### config.mk
export PLATFORM = sky130hd
export DESIGN_NAME = sync_type_length_deframer
export DESIGN_NICKNAME = d
export VERILOG_FILES = /design/src/hdl/stld_pkg.sv /design/src/hdl/stld_front.sv /design/src/hdl/stld_queue.sv /design/src/hdl/stld_back.sv /design/src/hdl/sync_type_length_deframer.sv
export SDC_FILE = /design/constraint.sdc
export NUM_CORES = 1
export LEC_CHECK = 0
export ABC_AREA = 1
export BUFFER_PORTS_ARGS = -buffer_cell sky130_fd_sc_hd__clkbuf_2
export CORE_UTILIZATION = 55
export DETAILED_ROUTE_END_ITERATION = 8
export PLACE_DENSITY_LB_ADDON = 0.08
export REMOVE_ABC_BUFFERS = 1
export SLEW_MARGIN = 25
export SYNTH_ARGS = -nofsm -noshare
export SYNTH_HDL_FRONTEND = slang
export SYNTH_SLANG_ARGS = --single-unit
### constraint.sdc
create_clock -name clk -period 10 [get_ports clk]
set_input_delay 2.5 -clock clk [delete_from_list [all_inputs] [get_ports clk]]
set_output_delay 2.5 -clock clk [all_outputs]
set_load 0.02 [all_outputs]
### src/hdl/stld_pkg.sv
// Shared types and constants of the sync/type/length deframer.
// No dependencies; every module of the block imports this package.
package stld_pkg;

	// Result kinds as they appear on the kind port.
	localparam logic [1:0] KIND_DATA     = 2'd0;
	localparam logic [1:0] KIND_EMPTY    = 2'd1;
	localparam logic [1:0] KIND_SYNC_ERR = 2'd2;
	localparam logic [1:0] KIND_LEN_ERR  = 2'd3;

	// Configuration register indexes.
	localparam int CFG_INDEX_W = 2;
	localparam logic [CFG_INDEX_W-1:0] REG_SYNC_VALUE   = 2'd0;
	localparam logic [CFG_INDEX_W-1:0] REG_LENGTH_LIMIT = 2'd1;

	// Register reset values.
	localparam logic [7:0]  SYNC_VALUE_RST   = 8'h00;
	localparam logic [31:0] LENGTH_LIMIT_RST = 32'd65536;

	// One configuration write as seen by the front end.
	typedef struct packed {
		logic                   valid;
		logic [CFG_INDEX_W-1:0] index;
		logic [31:0]            data;
	} cfg_wr_t;

	// One result item as it travels through the queue.
	typedef struct packed {
		logic [1:0]  kind;
		logic [7:0]  frame_type;
		logic [7:0]  payload_byte;
		logic        last_of_frame;
		logic [31:0] frame_length;
	} result_t;

endpackage

### src/hdl/stld_front.sv
// Front end of the deframer: takes stream bytes, tracks the frame header
// and produces at most one result item per byte. Depends on stld_pkg.
module stld_front #(
	parameter int LENGTH_BYTES = 4
) (
	input  logic             clk,
	input  logic             arst_n,
	input  stld_pkg::cfg_wr_t cfg_wr,
	input  logic             in_valid,
	input  logic             full,
	input  logic [7:0]       data_byte,
	output logic             push,
	output stld_pkg::result_t push_item
);
	import stld_pkg::*;

	localparam int LIDX_W = (LENGTH_BYTES > 1) ? $clog2(LENGTH_BYTES) : 1;
	localparam logic [LIDX_W-1:0] LAST_IDX = LIDX_W'(LENGTH_BYTES - 1);

	typedef enum logic [3:0] {
		ST_HUNT    = 4'b0001,
		ST_TYPE    = 4'b0010,
		ST_LEN     = 4'b0100,
		ST_PAYLOAD = 4'b1000
	} state_t;

	state_t            state_q, state_d;
	logic [7:0]        sync_value_q;
	logic [31:0]       length_limit_q;
	logic [7:0]        held_type_q, held_type_d;
	logic [31:0]       held_length_q, held_length_d;
	logic [31:0]       bytes_left_q, bytes_left_d;
	logic [LIDX_W-1:0] len_idx_q, len_idx_d;
	logic [31:0]       len_new;
	logic              accept;

	// A byte is taken whenever the queue has room.
	assign accept = in_valid && !full;

	// Length with the current byte merged in at its byte position.
	assign len_new = held_length_q | ({24'd0, data_byte} << {len_idx_q, 3'b000});

	// Header tracking and result classification.
	always_comb begin
		state_d       = state_q;
		held_type_d   = held_type_q;
		held_length_d = held_length_q;
		bytes_left_d  = bytes_left_q;
		len_idx_d     = len_idx_q;
		push          = 1'b0;
		push_item     = '0;
		case (state_q)
			ST_TYPE: begin
				held_type_d   = data_byte;
				held_length_d = '0;
				len_idx_d     = '0;
				state_d       = ST_LEN;
			end
			ST_LEN: begin
				held_length_d = len_new;
				if (len_idx_q != LAST_IDX) begin
					len_idx_d = len_idx_q + 1'b1;
				end else if (len_new >= length_limit_q) begin
					push                   = 1'b1;
					push_item.kind         = KIND_LEN_ERR;
					push_item.frame_type   = held_type_q;
					push_item.frame_length = len_new;
					state_d                = ST_HUNT;
				end else if (len_new == '0) begin
					push                    = 1'b1;
					push_item.kind          = KIND_EMPTY;
					push_item.frame_type    = held_type_q;
					push_item.last_of_frame = 1'b1;
					state_d                 = ST_HUNT;
				end else begin
					bytes_left_d = len_new;
					state_d      = ST_PAYLOAD;
				end
			end
			ST_PAYLOAD: begin
				push                    = 1'b1;
				push_item.kind          = KIND_DATA;
				push_item.frame_type    = held_type_q;
				push_item.payload_byte  = data_byte;
				push_item.frame_length  = held_length_q;
				push_item.last_of_frame = (bytes_left_q <= 32'd1);
				if (bytes_left_q <= 32'd1) begin
					bytes_left_d = '0;
					state_d      = ST_HUNT;
				end else begin
					bytes_left_d = bytes_left_q - 32'd1;
				end
			end
			default: begin
				if (data_byte == sync_value_q) begin
					state_d = ST_TYPE;
				end else begin
					push           = 1'b1;
					push_item.kind = KIND_SYNC_ERR;
					state_d        = ST_HUNT;
				end
			end
		endcase
		push = push && accept;
	end

	// Frame state advances only on accepted bytes.
	always_ff @(posedge clk or negedge arst_n) begin
		if (!arst_n) begin
			state_q       <= ST_HUNT;
			held_type_q   <= '0;
			held_length_q <= '0;
			bytes_left_q  <= '0;
			len_idx_q     <= '0;
		end else if (accept) begin
			state_q       <= state_d;
			held_type_q   <= held_type_d;
			held_length_q <= held_length_d;
			bytes_left_q  <= bytes_left_d;
			len_idx_q     <= len_idx_d;
		end
	end

	// Configuration registers; unknown indexes are ignored.
	always_ff @(posedge clk or negedge arst_n) begin
		if (!arst_n) begin
			sync_value_q   <= SYNC_VALUE_RST;
			length_limit_q <= LENGTH_LIMIT_RST;
		end else if (cfg_wr.valid) begin
			if (cfg_wr.index == REG_SYNC_VALUE) begin
				sync_value_q <= cfg_wr.data[7:0];
			end
			if (cfg_wr.index == REG_LENGTH_LIMIT) begin
				length_limit_q <= cfg_wr.data;
			end
		end
	end

endmodule

### src/hdl/stld_queue.sv
// Short result queue between the front end and the output stage.
// Depends on stld_pkg for the result item type.
module stld_queue #(
	parameter int DEPTH = 4
) (
	input  logic              clk,
	input  logic              arst_n,
	input  logic              push,
	input  stld_pkg::result_t push_item,
	input  logic              pop,
	output logic              full,
	output logic              not_empty,
	output stld_pkg::result_t head_item
);
	import stld_pkg::*;

	localparam int PTR_W = $clog2(DEPTH);

	result_t           entries_q [DEPTH];
	logic [PTR_W-1:0]  wr_ptr_q, rd_ptr_q;
	logic [PTR_W:0]    count_q;
	logic              do_pop;

	assign full      = (count_q == (PTR_W + 1)'(DEPTH));
	assign not_empty = (count_q != '0);
	assign head_item = entries_q[rd_ptr_q];
	assign do_pop    = pop && not_empty;

	// Pointers and fill count; DEPTH must be a power of two so pointers wrap (not checked here).
	always_ff @(posedge clk or negedge arst_n) begin
		if (!arst_n) begin
			wr_ptr_q <= '0;
			rd_ptr_q <= '0;
			count_q  <= '0;
		end else begin
			if (push) begin
				wr_ptr_q <= wr_ptr_q + 1'b1;
			end
			if (do_pop) begin
				rd_ptr_q <= rd_ptr_q + 1'b1;
			end
			if (push && !do_pop) begin
				count_q <= count_q + 1'b1;
			end else if (!push && do_pop) begin
				count_q <= count_q - 1'b1;
			end
		end
	end

	// Item storage needs no reset.
	always_ff @(posedge clk) begin
		if (push) begin
			entries_q[wr_ptr_q] <= push_item;
		end
	end

endmodule

### src/hdl/stld_back.sv
// Output stage: holds one result item on the ports until it is taken.
// Depends on stld_pkg for the result item type.
module stld_back (
	input  logic              clk,
	input  logic              arst_n,
	input  logic              not_empty,
	input  stld_pkg::result_t head_item,
	output logic              pop,
	input  logic              out_stall,
	output logic              out_valid,
	output stld_pkg::result_t out_item
);
	import stld_pkg::*;

	logic    out_valid_q;
	result_t out_item_q;
	logic    load;

	// The register reloads when empty or when its item is being taken.
	assign load      = !out_valid_q || !out_stall;
	assign pop       = load && not_empty;
	assign out_valid = out_valid_q;
	assign out_item  = out_item_q;

	always_ff @(posedge clk or negedge arst_n) begin
		if (!arst_n) begin
			out_valid_q <= 1'b0;
		end else if (load) begin
			out_valid_q <= not_empty;
		end
	end

	always_ff @(posedge clk) begin
		if (pop) begin
			out_item_q <= head_item;
		end
	end

endmodule

### src/hdl/sync_type_length_deframer.sv
// Top level of the sync/type/length deframer: front end, result queue and
// output stage. Depends on stld_pkg, stld_front, stld_queue and stld_back.
//
//   Channel  Handshake             Payload
//   in       in_valid / in_stall   data_byte
//   out      out_valid / out_stall kind, frame_type, payload_byte,
//                                  last_of_frame, frame_length
//   cfg      cfg_valid / cfg_ready cfg_index, cfg_data
//
// One byte is accepted per cycle while in_stall is low; a result is written to the
// queue at the edge that accepts its byte and later loaded into the output register.
// The queue of QUEUE_DEPTH items sets how far the output may stall before
// in_stall rises; in_stall is the queue full flag.
// Reset is asynchronous and clears the frame state, queue and output valid.
// cfg_ready is always high.
module sync_type_length_deframer #(
	parameter int LENGTH_BYTES = 4,
	parameter int QUEUE_DEPTH  = 4
) (
	input  logic                             clk,
	input  logic                             arst_n,
	input  logic                             in_valid,
	output logic                             in_stall,
	input  logic [7:0]                       data_byte,
	output logic                             out_valid,
	input  logic                             out_stall,
	output logic [1:0]                       kind,
	output logic [7:0]                       frame_type,
	output logic [7:0]                       payload_byte,
	output logic                             last_of_frame,
	output logic [31:0]                      frame_length,
	input  logic                             cfg_valid,
	output logic                             cfg_ready,
	input  logic [stld_pkg::CFG_INDEX_W-1:0] cfg_index,
	input  logic [31:0]                      cfg_data
);
	import stld_pkg::*;

	cfg_wr_t cfg_wr;
	result_t push_item, head_item, out_item;
	logic    push, pop, full, not_empty;

	assign cfg_ready    = 1'b1;
	assign cfg_wr.valid = cfg_valid;
	assign cfg_wr.index = cfg_index;
	assign cfg_wr.data  = cfg_data;
	assign in_stall     = full;

	stld_front #(
		.LENGTH_BYTES(LENGTH_BYTES)
	) u_front (
		.clk      (clk),
		.arst_n   (arst_n),
		.cfg_wr   (cfg_wr),
		.in_valid (in_valid),
		.full     (full),
		.data_byte(data_byte),
		.push     (push),
		.push_item(push_item)
	);

	stld_queue #(
		.DEPTH(QUEUE_DEPTH)
	) u_queue (
		.clk      (clk),
		.arst_n   (arst_n),
		.push     (push),
		.push_item(push_item),
		.pop      (pop),
		.full     (full),
		.not_empty(not_empty),
		.head_item(head_item)
	);

	stld_back u_back (
		.clk      (clk),
		.arst_n   (arst_n),
		.not_empty(not_empty),
		.head_item(head_item),
		.pop      (pop),
		.out_stall(out_stall),
		.out_valid(out_valid),
		.out_item (out_item)
	);

	// Result fields on their own ports.
	assign kind          = out_item.kind;
	assign frame_type    = out_item.frame_type;
	assign payload_byte  = out_item.payload_byte;
	assign last_of_frame = out_item.last_of_frame;
	assign frame_length  = out_item.frame_length;

endmodule
Word level (Yosys, flattened, before mapping)
Memory sizes are Yosys's and may differ from the RTL's. A register that Yosys moved wholly into a read port is not among the register bits.
Cells that the tools add are included.
{"block": "word_totals", "elab_cells": 94, "mem_bits_rw": 204, "ff_bits": 126, "n_memories": 1, "latchBits": 0, "out_inout_bits": 54, "romBits": 0}
{"block": "classes", "n_mux": 34, "magnitude_cmp": 2, "mul": 0, "n_reduce_logical": 26, "eq_ne": 12, "n_addsub": 6, "n_shift": 1, "div": 0, "bitwise_logic": 1}
{"name": "u_queue.entries_q", "words": 4, "width": 51, "rd": 1, "rd_ports_with_merged_regs": 1, "wr": 1, "line_no": "stld_queue.sv:19", "source": "result_t entries_q [DEPTH];"}
{"operator": "32-bit two-way mux", "count": 5}
{"operator": "32-bit one-hot mux with 2 select lines", "count": 2}
{"operator": "33-bit one-hot mux with 2 select lines", "count": 1}
{"operator": "33-bit two-way mux", "count": 1}
{"operator": "32-bit greater-or-equal comparator", "count": 1}
{"operator": "32-bit by 1-bit <= comparator with 1-bit output, second input constant", "count": 1}
{"operator": "32-bit zero test", "count": 1}
{"operator": "32-bit bitwise OR", "count": 1}
{"operator": "8-bit by 5-bit << shifter with 32-bit output", "count": 1}
{"operator": "32-bit by 1-bit subtractor with 32-bit output, second input constant", "count": 1}
{"operator": "10-bit two-way mux", "count": 2}
{"operator": "4-bit two-way mux", "count": 4}
{"operator": "8-bit one-hot mux with 2 select lines", "count": 1}
{"operator": "4-bit one-hot mux with 3 select lines", "count": 1}
{"operator": "9-bit two-way mux", "count": 1}
{"operator": "8-bit == test", "count": 1}
{"operator": "8-bit two-way mux", "count": 1}
{"operator": "2-bit != test, second input constant", "count": 4}
{"operator": "2-bit one-hot mux with 2 select lines", "count": 2}
{"operator": "2-bit AND reduction", "count": 4}
{"operator": "1-bit two-way mux", "count": 7}
{"operator": "2-bit by 1-bit adder with 2-bit output, second input constant", "count": 3}
{"operator": "1-bit logical AND", "count": 6}
{"operator": "2-bit two-way mux", "count": 3}
{"operator": "other kinds (18)", "count": 27}

Depth between registers and ports, before layout
{"block": "depth", "word_depth": 12, "depth_mapped": 28, "ltp_nobuf": 26}

Modules after synthesis
Synthesis repeated with hierarchy kept, for this count alone.
{"block": "unflattened", "hier_cells": 1757, "hier_area_um2": 18328.8}
{"mod": "stld_queue", "cells_per_inst": 650, "seq_area_each_um2": 6301.0, "instances": 1, "area_each_um2": 9183.8}
{"mod": "stld_front", "cells_per_inst": 1049, "seq_area_each_um2": 2955.3, "instances": 1, "area_each_um2": 7557.2}
{"mod": "stld_back", "cells_per_inst": 56, "seq_area_each_um2": 1556.5, "instances": 1, "area_each_um2": 1576.5}
{"mod": "sync_type_length_deframer", "cells_per_inst": 2, "seq_area_each_um2": 0.0, "instances": 1, "area_each_um2": 11.3}

Worst setup path before layout
No wires, ideal clock.
{"block": "synth_path", "kind": "input to register", "startpoint": "input data_byte[3]", "endpoint": "memory u_queue.entries_q[0][0] (netlist bit) (enable)", "arrival_time_ns": 6.229, "t_required_ns": 9.540, "setup_time_ns": 0.460, "cell_stages": 16, "path_slack_ns": 3.311, "path_cell_list": "clkbuf_1 -> nand2_1 -> nor2_1 -> nor2_1 -> inv_1 -> ha_1 -> nand2_1 -> o21ai_0 -> a21oi_1 -> nand2_1 -> nand2_1 -> nand3_2 -> nand2_1 -> nand3_1 -> nand2_1 -> nor2_1"}
{"block": "synth_via", "elab_chain_cells": 10}
{"item": "start: declaration", "line_no": "sync_type_length_deframer.sv:24", "source": "input logic [7:0] data_byte,"}
{"item": "parallel branches: the longest is 6 deep, another holds 32-bit greater-or-equal comparator"}
{"item": "1-bit one-hot mux with 3 select lines (*)", "line_no": "stld_front.sv:52", "source": "case (state_q)"}
{"item": "1-bit logical AND (*)", "line_no": "stld_front.sv:104", "source": "push = push && accept;"}
{"item": "1-bit two-way mux (*)", "line_no": "stld_queue.sv:52", "source": "if (push) begin"}
{"item": "1-bit two-way mux (not written as such) (*)", "line_no": "stld_queue.sv:53", "source": "entries_q[wr_ptr_q] <= push_item;"}
{"item": "end: declaration", "line_no": "stld_queue.sv:19"}
Mark *: on every way between the ends.

Worst setup path after layout
{"block": "layout_path", "startpoint": "input data_byte[7]", "endpoint": "register u_queue.count_q[1]"}
{"block": "layout_via", "elab_chain_cells": 11}
{"item": "parallel branches: the longest is 6 deep, another holds 32-bit greater-or-equal comparator"}
{"item": "1-bit one-hot mux with 3 select lines (*)", "line_no": "stld_front.sv:52"}
{"item": "1-bit logical AND (*)", "line_no": "stld_front.sv:104"}
{"item": "net push", "line_no": "sync_type_length_deframer.sv:41", "source": "logic push, pop, full, not_empty;"}
{"item": "1-bit zero test", "line_no": "stld_queue.sv:44", "source": "end else if (!push && do_pop) begin"}
{"item": "1-bit logical AND", "line_no": "stld_queue.sv:44"}
{"item": "2-bit nonzero test (no line)"}
{"item": "end signal: assignment", "line_no": "stld_queue.sv:43", "source": "count_q <= count_q + 1'b1;"}
{"item": "end signal: assignment", "line_no": "stld_queue.sv:45", "source": "count_q <= count_q - 1'b1;"}
{"item": "end: declaration", "line_no": "stld_queue.sv:21", "source": "logic [PTR_W:0] count_q;"}
Mark *: on every way through the listed nets, which the timed path passes.
A chain may end at the register's enable or synchronous reset.

==> results.json <==
{
  "outcome": "completed",
  "pwr-share-clk": 0.298,
  "vdd_ir_drop_max_mv": 0.1404,
  "final_min_period_over_clock_period": 0.5840,
  "synthArstFlopShare": 0.3307,
  "cts_setup_buffers": 0,
  "slew_headroom": 0.3827,
  "power-per-cell-area_nw_per_um2": 259.6,
  "syn2layout_area_growth_pct": 12.46,
  "cts_tree": "yes",
  "pwr-share-seq": 0.444,
  "number_of_antenna_violations_at_the_first_check_in_global_routing": 0,
  "setup.reg_to_reg.worst_slack_ns": 5.24,
  "avgSynthCellArea_um2": 10.13,
  "holdPathEnd": "u_front.length_limit_q[6]$_DFFE_PN0P_",
  "mappedNetlistArea_um2": 17230,
  "synthTopCellsByArea": "edfxtp_1 44%, dfrtp_1 18%, nand2_1 5.8%, nor2_1 5.7%, o21ai_0 5.4%",
  "grt_use_total": 0.2646,
  "layout.area.seq_um2": 10810,
  "remaining_drc_errors": 0,
  "synth-edff-count": 255,
  "comb_power_share": 0.258,
  "power_switching_share": 0.3284,
  "cp_slowest_cell": "nand2_1",
  "synthFlopType": "edfxtp_1",
  "worst_path_clk_slew_ns": 0.06,
  "standard_cell_core_area_um2": 30670,
  "globalRoute.totalOverflow": 0,
  "path_common_cell": "nand2_1",
  "max_clock_freq_mhz": 171.2,
  "io_buffer_count": 99,
  "dieWidth_um": 179.0,
  "total_area_of_multi_input_combinational_cells_um2": 5435,
  "synth_cells": 1701,
  "ioPinCount": 101,
  "synth_seq_cells": 381,
  "cts_hold_repair.buffers": 0,
  "instances_no_fill": 2202,
  "hold_path_depth": 2,
  "yosysTopAreaCellShare": 0.4444,
  "power.total_mw": 5.031,
  "worst_hold_path_type": "reg2reg",
  "list_of_cells_traversed_by_the_critical_path": "clkbuf_2, nand2_1, o21ai_1, ha_1, a21oi_1, o21a_1, nand2_1, a21oi_1, nand3_2, nand2_1, nand3_1, nand2_1, inv_1, ha_1, inv_1, fa_1, mux2_2",
  "layout-drive-gt1-share": 0.1257,
  "timing.critical_path.max_delay_family": "simple AND/OR/NAND/NOR gates",
  "fin_tns_setup_ns": 0,
  "worst-setup-path-type": "in2reg",
  "yosys-top-cells-count": "267 x nand2_1, 260 x nor2_1, 255 x edfxtp_1",
  "timing.hold.ws_ns": 0.4829,
  "cts_made_buffers": 40,
  "cts-resized-gates": 0,
  "critical_path_depth": 17,
  "insertion_delay_of_the_later_clocked_pin_in_the_worst_skew_pair_ns": 0.54,
  "drt-pass1-iter-count": 5,
  "detailed_place_hpwl_um": 26180,
  "fin_worst_skew_ns": 0.01329,
  "final.fill_count": 2505,
  "setup.worst_path.end_class": "register",
  "start_util": 0.5618,
  "cp-start-kind": "primary input",
  "fin_nets": 1862,
  "register_area_share_after_synthesis": 0.6276,
  "drt-wirelength-per-cell_um": 18.68,
  "synthMostInstantiatedCell": "nand2_1",
  "placement.setup.worst_slack_ns": 3.656,
  "routed_wirelength_um": 41140,
  "wire_length_of_the_first_global_routing_pass_um": 64080,
  "detail-route-antenna-nets": 0,
  "clock_sink_count": 381,
  "finalSetupViolCount": 0,
  "r2r_end": "u_queue.count_q[1]$_DFFE_PN0P_",
  "area_of_the_die_um2": 32040,
  "max_cap_violations": 0,
  "vias": 12210,
  "ys_warn_count": 0,
  "place_congestion": 0.9271,
  "cp.arrival_ns": 6.26,
  "timing_hold_violations_final": 0,
  "cell_area_after_placement_um2": 17980,
  "slew_limit_fails": 0,
  "min_from": "u_front.length_limit_q[6]$_DFFE_PN0P_",
  "netlist-cell-type-count": 42,
  "grt_start_max_net_pins": 105,
  "antenna_cells_inserted": 0,
  "number_of_global_route_vias_before_repair": 11460,
  "finalCriticalPeriod_ns": 5.840,
  "final_cell_utilization_of_the_core": 0.6318,
  "rr_startpoint": "u_front.len_idx_q[1]$_DFFE_PN0P_",
  "final_design_area_no_fill_um2": 19380,
  "cp_slowest_stage_delay_ns": 0.46,
  "chipHeight_um": 179.0,
  "rsz0062_at_grt": "no",
  "p_int_mw": 3.379,
  "worst_ep_required_time_ns": 10.42,
  "synth.largest_area_cell": "edfxtp_1",
  "number_of_cells_on_the_worst_reg_to_reg_path": 16,
  "clk_root_buffer_cell": "clkbuf_16",
  "viasPerCell": 5.547,
  "crit_path_max_fanout": 7,
  "cts_max_level": 2,
  "layout_setup_ws_ns": 4.160,
  "numPlacedInstances": 2127,
  "max_slew.worst_pin.slew_ns": 0.9237,
  "power_switching_mw": 1.652,
  "placementRows": 64,
  "drt-initial-drc-count": 972,
  "cts_buffer_depth": 3,
  "cp.buffers_inverters": 3,
  "static-leakage-power_nw": 8.065
}
==> registers in the layout, summed over array words and instances, names as in the netlist <==
name,count
u_front.bytes_left_q,32
u_queue.wr_ptr_q,2
u_queue.entries_q,204
u_queue.count_q,3
u_front.state_q,4
u_front.len_idx_q,2
u_front.held_type_q,8
u_front.length_limit_q,32
u_back.out_valid,1
u_front.sync_value_q,8
u_front.held_length_q,32
u_back.out_item,51
u_queue.rd_ptr_q,2
==> tightest hold or removal path, delay by kind of cell, from the launching register on <==
kind             cells  cell delay [ns]
AND/OR/NAND/NOR      1             0.05
flip-flops           1             0.34
AO/OA/AOI/OAI        1             0.05
==> per-layer routing <==
metal,global-route usage,wire [um],vias to the layer above
met5,0,0,-
met1,0.3829,18590,5799
li1,-,-,5936
met4,0.07345,911,0
met3,0.03265,2423,66
met2,0.4217,19210,413
==> kinds of logic (layout without fill, tap and decap cells) <==
family,count (synthesis),in the layout,synth area share
xor+xnor,33,33,0.01678
buf+inv,250,355,0.05897
fa+ha+maj,41,41,0.03021
mux,1,1,0.0006535
other cells,1,1,0.0002177
compound gates,354,354,0.1124
simple gates,640,640,0.1532
flops,381,381,0.6276
==> worst max path at each step <==
stage,start,endpoint,slack [ns]
2_1_floorplan,data_byte[7],u_queue.entries_q[0][0]$_DFFE_PP_,3.39
3_3_place_gp,data_byte[5],u_queue.count_q[1]$_DFFE_PN0P_,3.84
3_5_place_dp,data_byte[7],u_queue.count_q[1]$_DFFE_PN0P_,3.66
6_report,data_byte[7],u_queue.count_q[1]$_DFFE_PN0P_,4.16
5_1_grt,data_byte[5],u_queue.count_q[1]$_DFFE_PN0P_,3.96
4_1_cts,data_byte[7],u_queue.count_q[1]$_DFFE_PN0P_,4.17
==> layout make-up <==
cell class / count / area share
sequential: 381 / 0.5581
multi-input combinational: 1070 / 0.2805
clock buffer: 55 / 0.05934
timing repair buffer: 115 / 0.03313
inverter: 166 / 0.03235
tap: 396 / 0.02557
clock inverter: 19 / 0.01098
==> power groups by stage <==
stage	Combinational, mW	Sequential (mW)	Clock (mW)
floorplan	0.653	2.45	0
global placement	1.28	2.26	0
detailed placement	1.31	2.26	0
CTS	1.31	2.24	1.52
global route	1.45	2.27	1.58
finish	1.30	2.23	1.50
==> cell usage in the layout (no fill, tap or decap), types with 4 or more instances in the layout <==
| cell type | Yosys | layout |
|---|---|---|
| clkbuf_2 | 0 | 98 |
| nand4_1 | 18 | 18 |
| nor3_1 | 11 | 10 |
| edfxtp_1 | 255 | 255 |
| xor2_1 | 27 | 27 |
| nand3_1 | 64 | 64 |
| dfrtp_1 | 124 | 123 |
| buf_4 | 5 | 15 |
| ha_1 | 40 | 40 |
| clkinv_2 | 0 | 11 |
| o21ai_1 | 13 | 13 |
| inv_2 | 13 | 15 |
| xnor2_1 | 6 | 6 |
| nor2_4 | 0 | 4 |
| inv_1 | 152 | 149 |
| nand2_1 | 267 | 267 |
| nor2_1 | 260 | 256 |
| clkbuf_1 | 63 | 8 |
| o22ai_1 | 89 | 89 |
| o21ai_0 | 185 | 185 |
| clkbuf_16 | 0 | 42 |
| a21oi_2 | 4 | 4 |
| clkbuf_8 | 0 | 5 |
| a21oi_1 | 55 | 55 |
(Power assumes the default switching activity.)
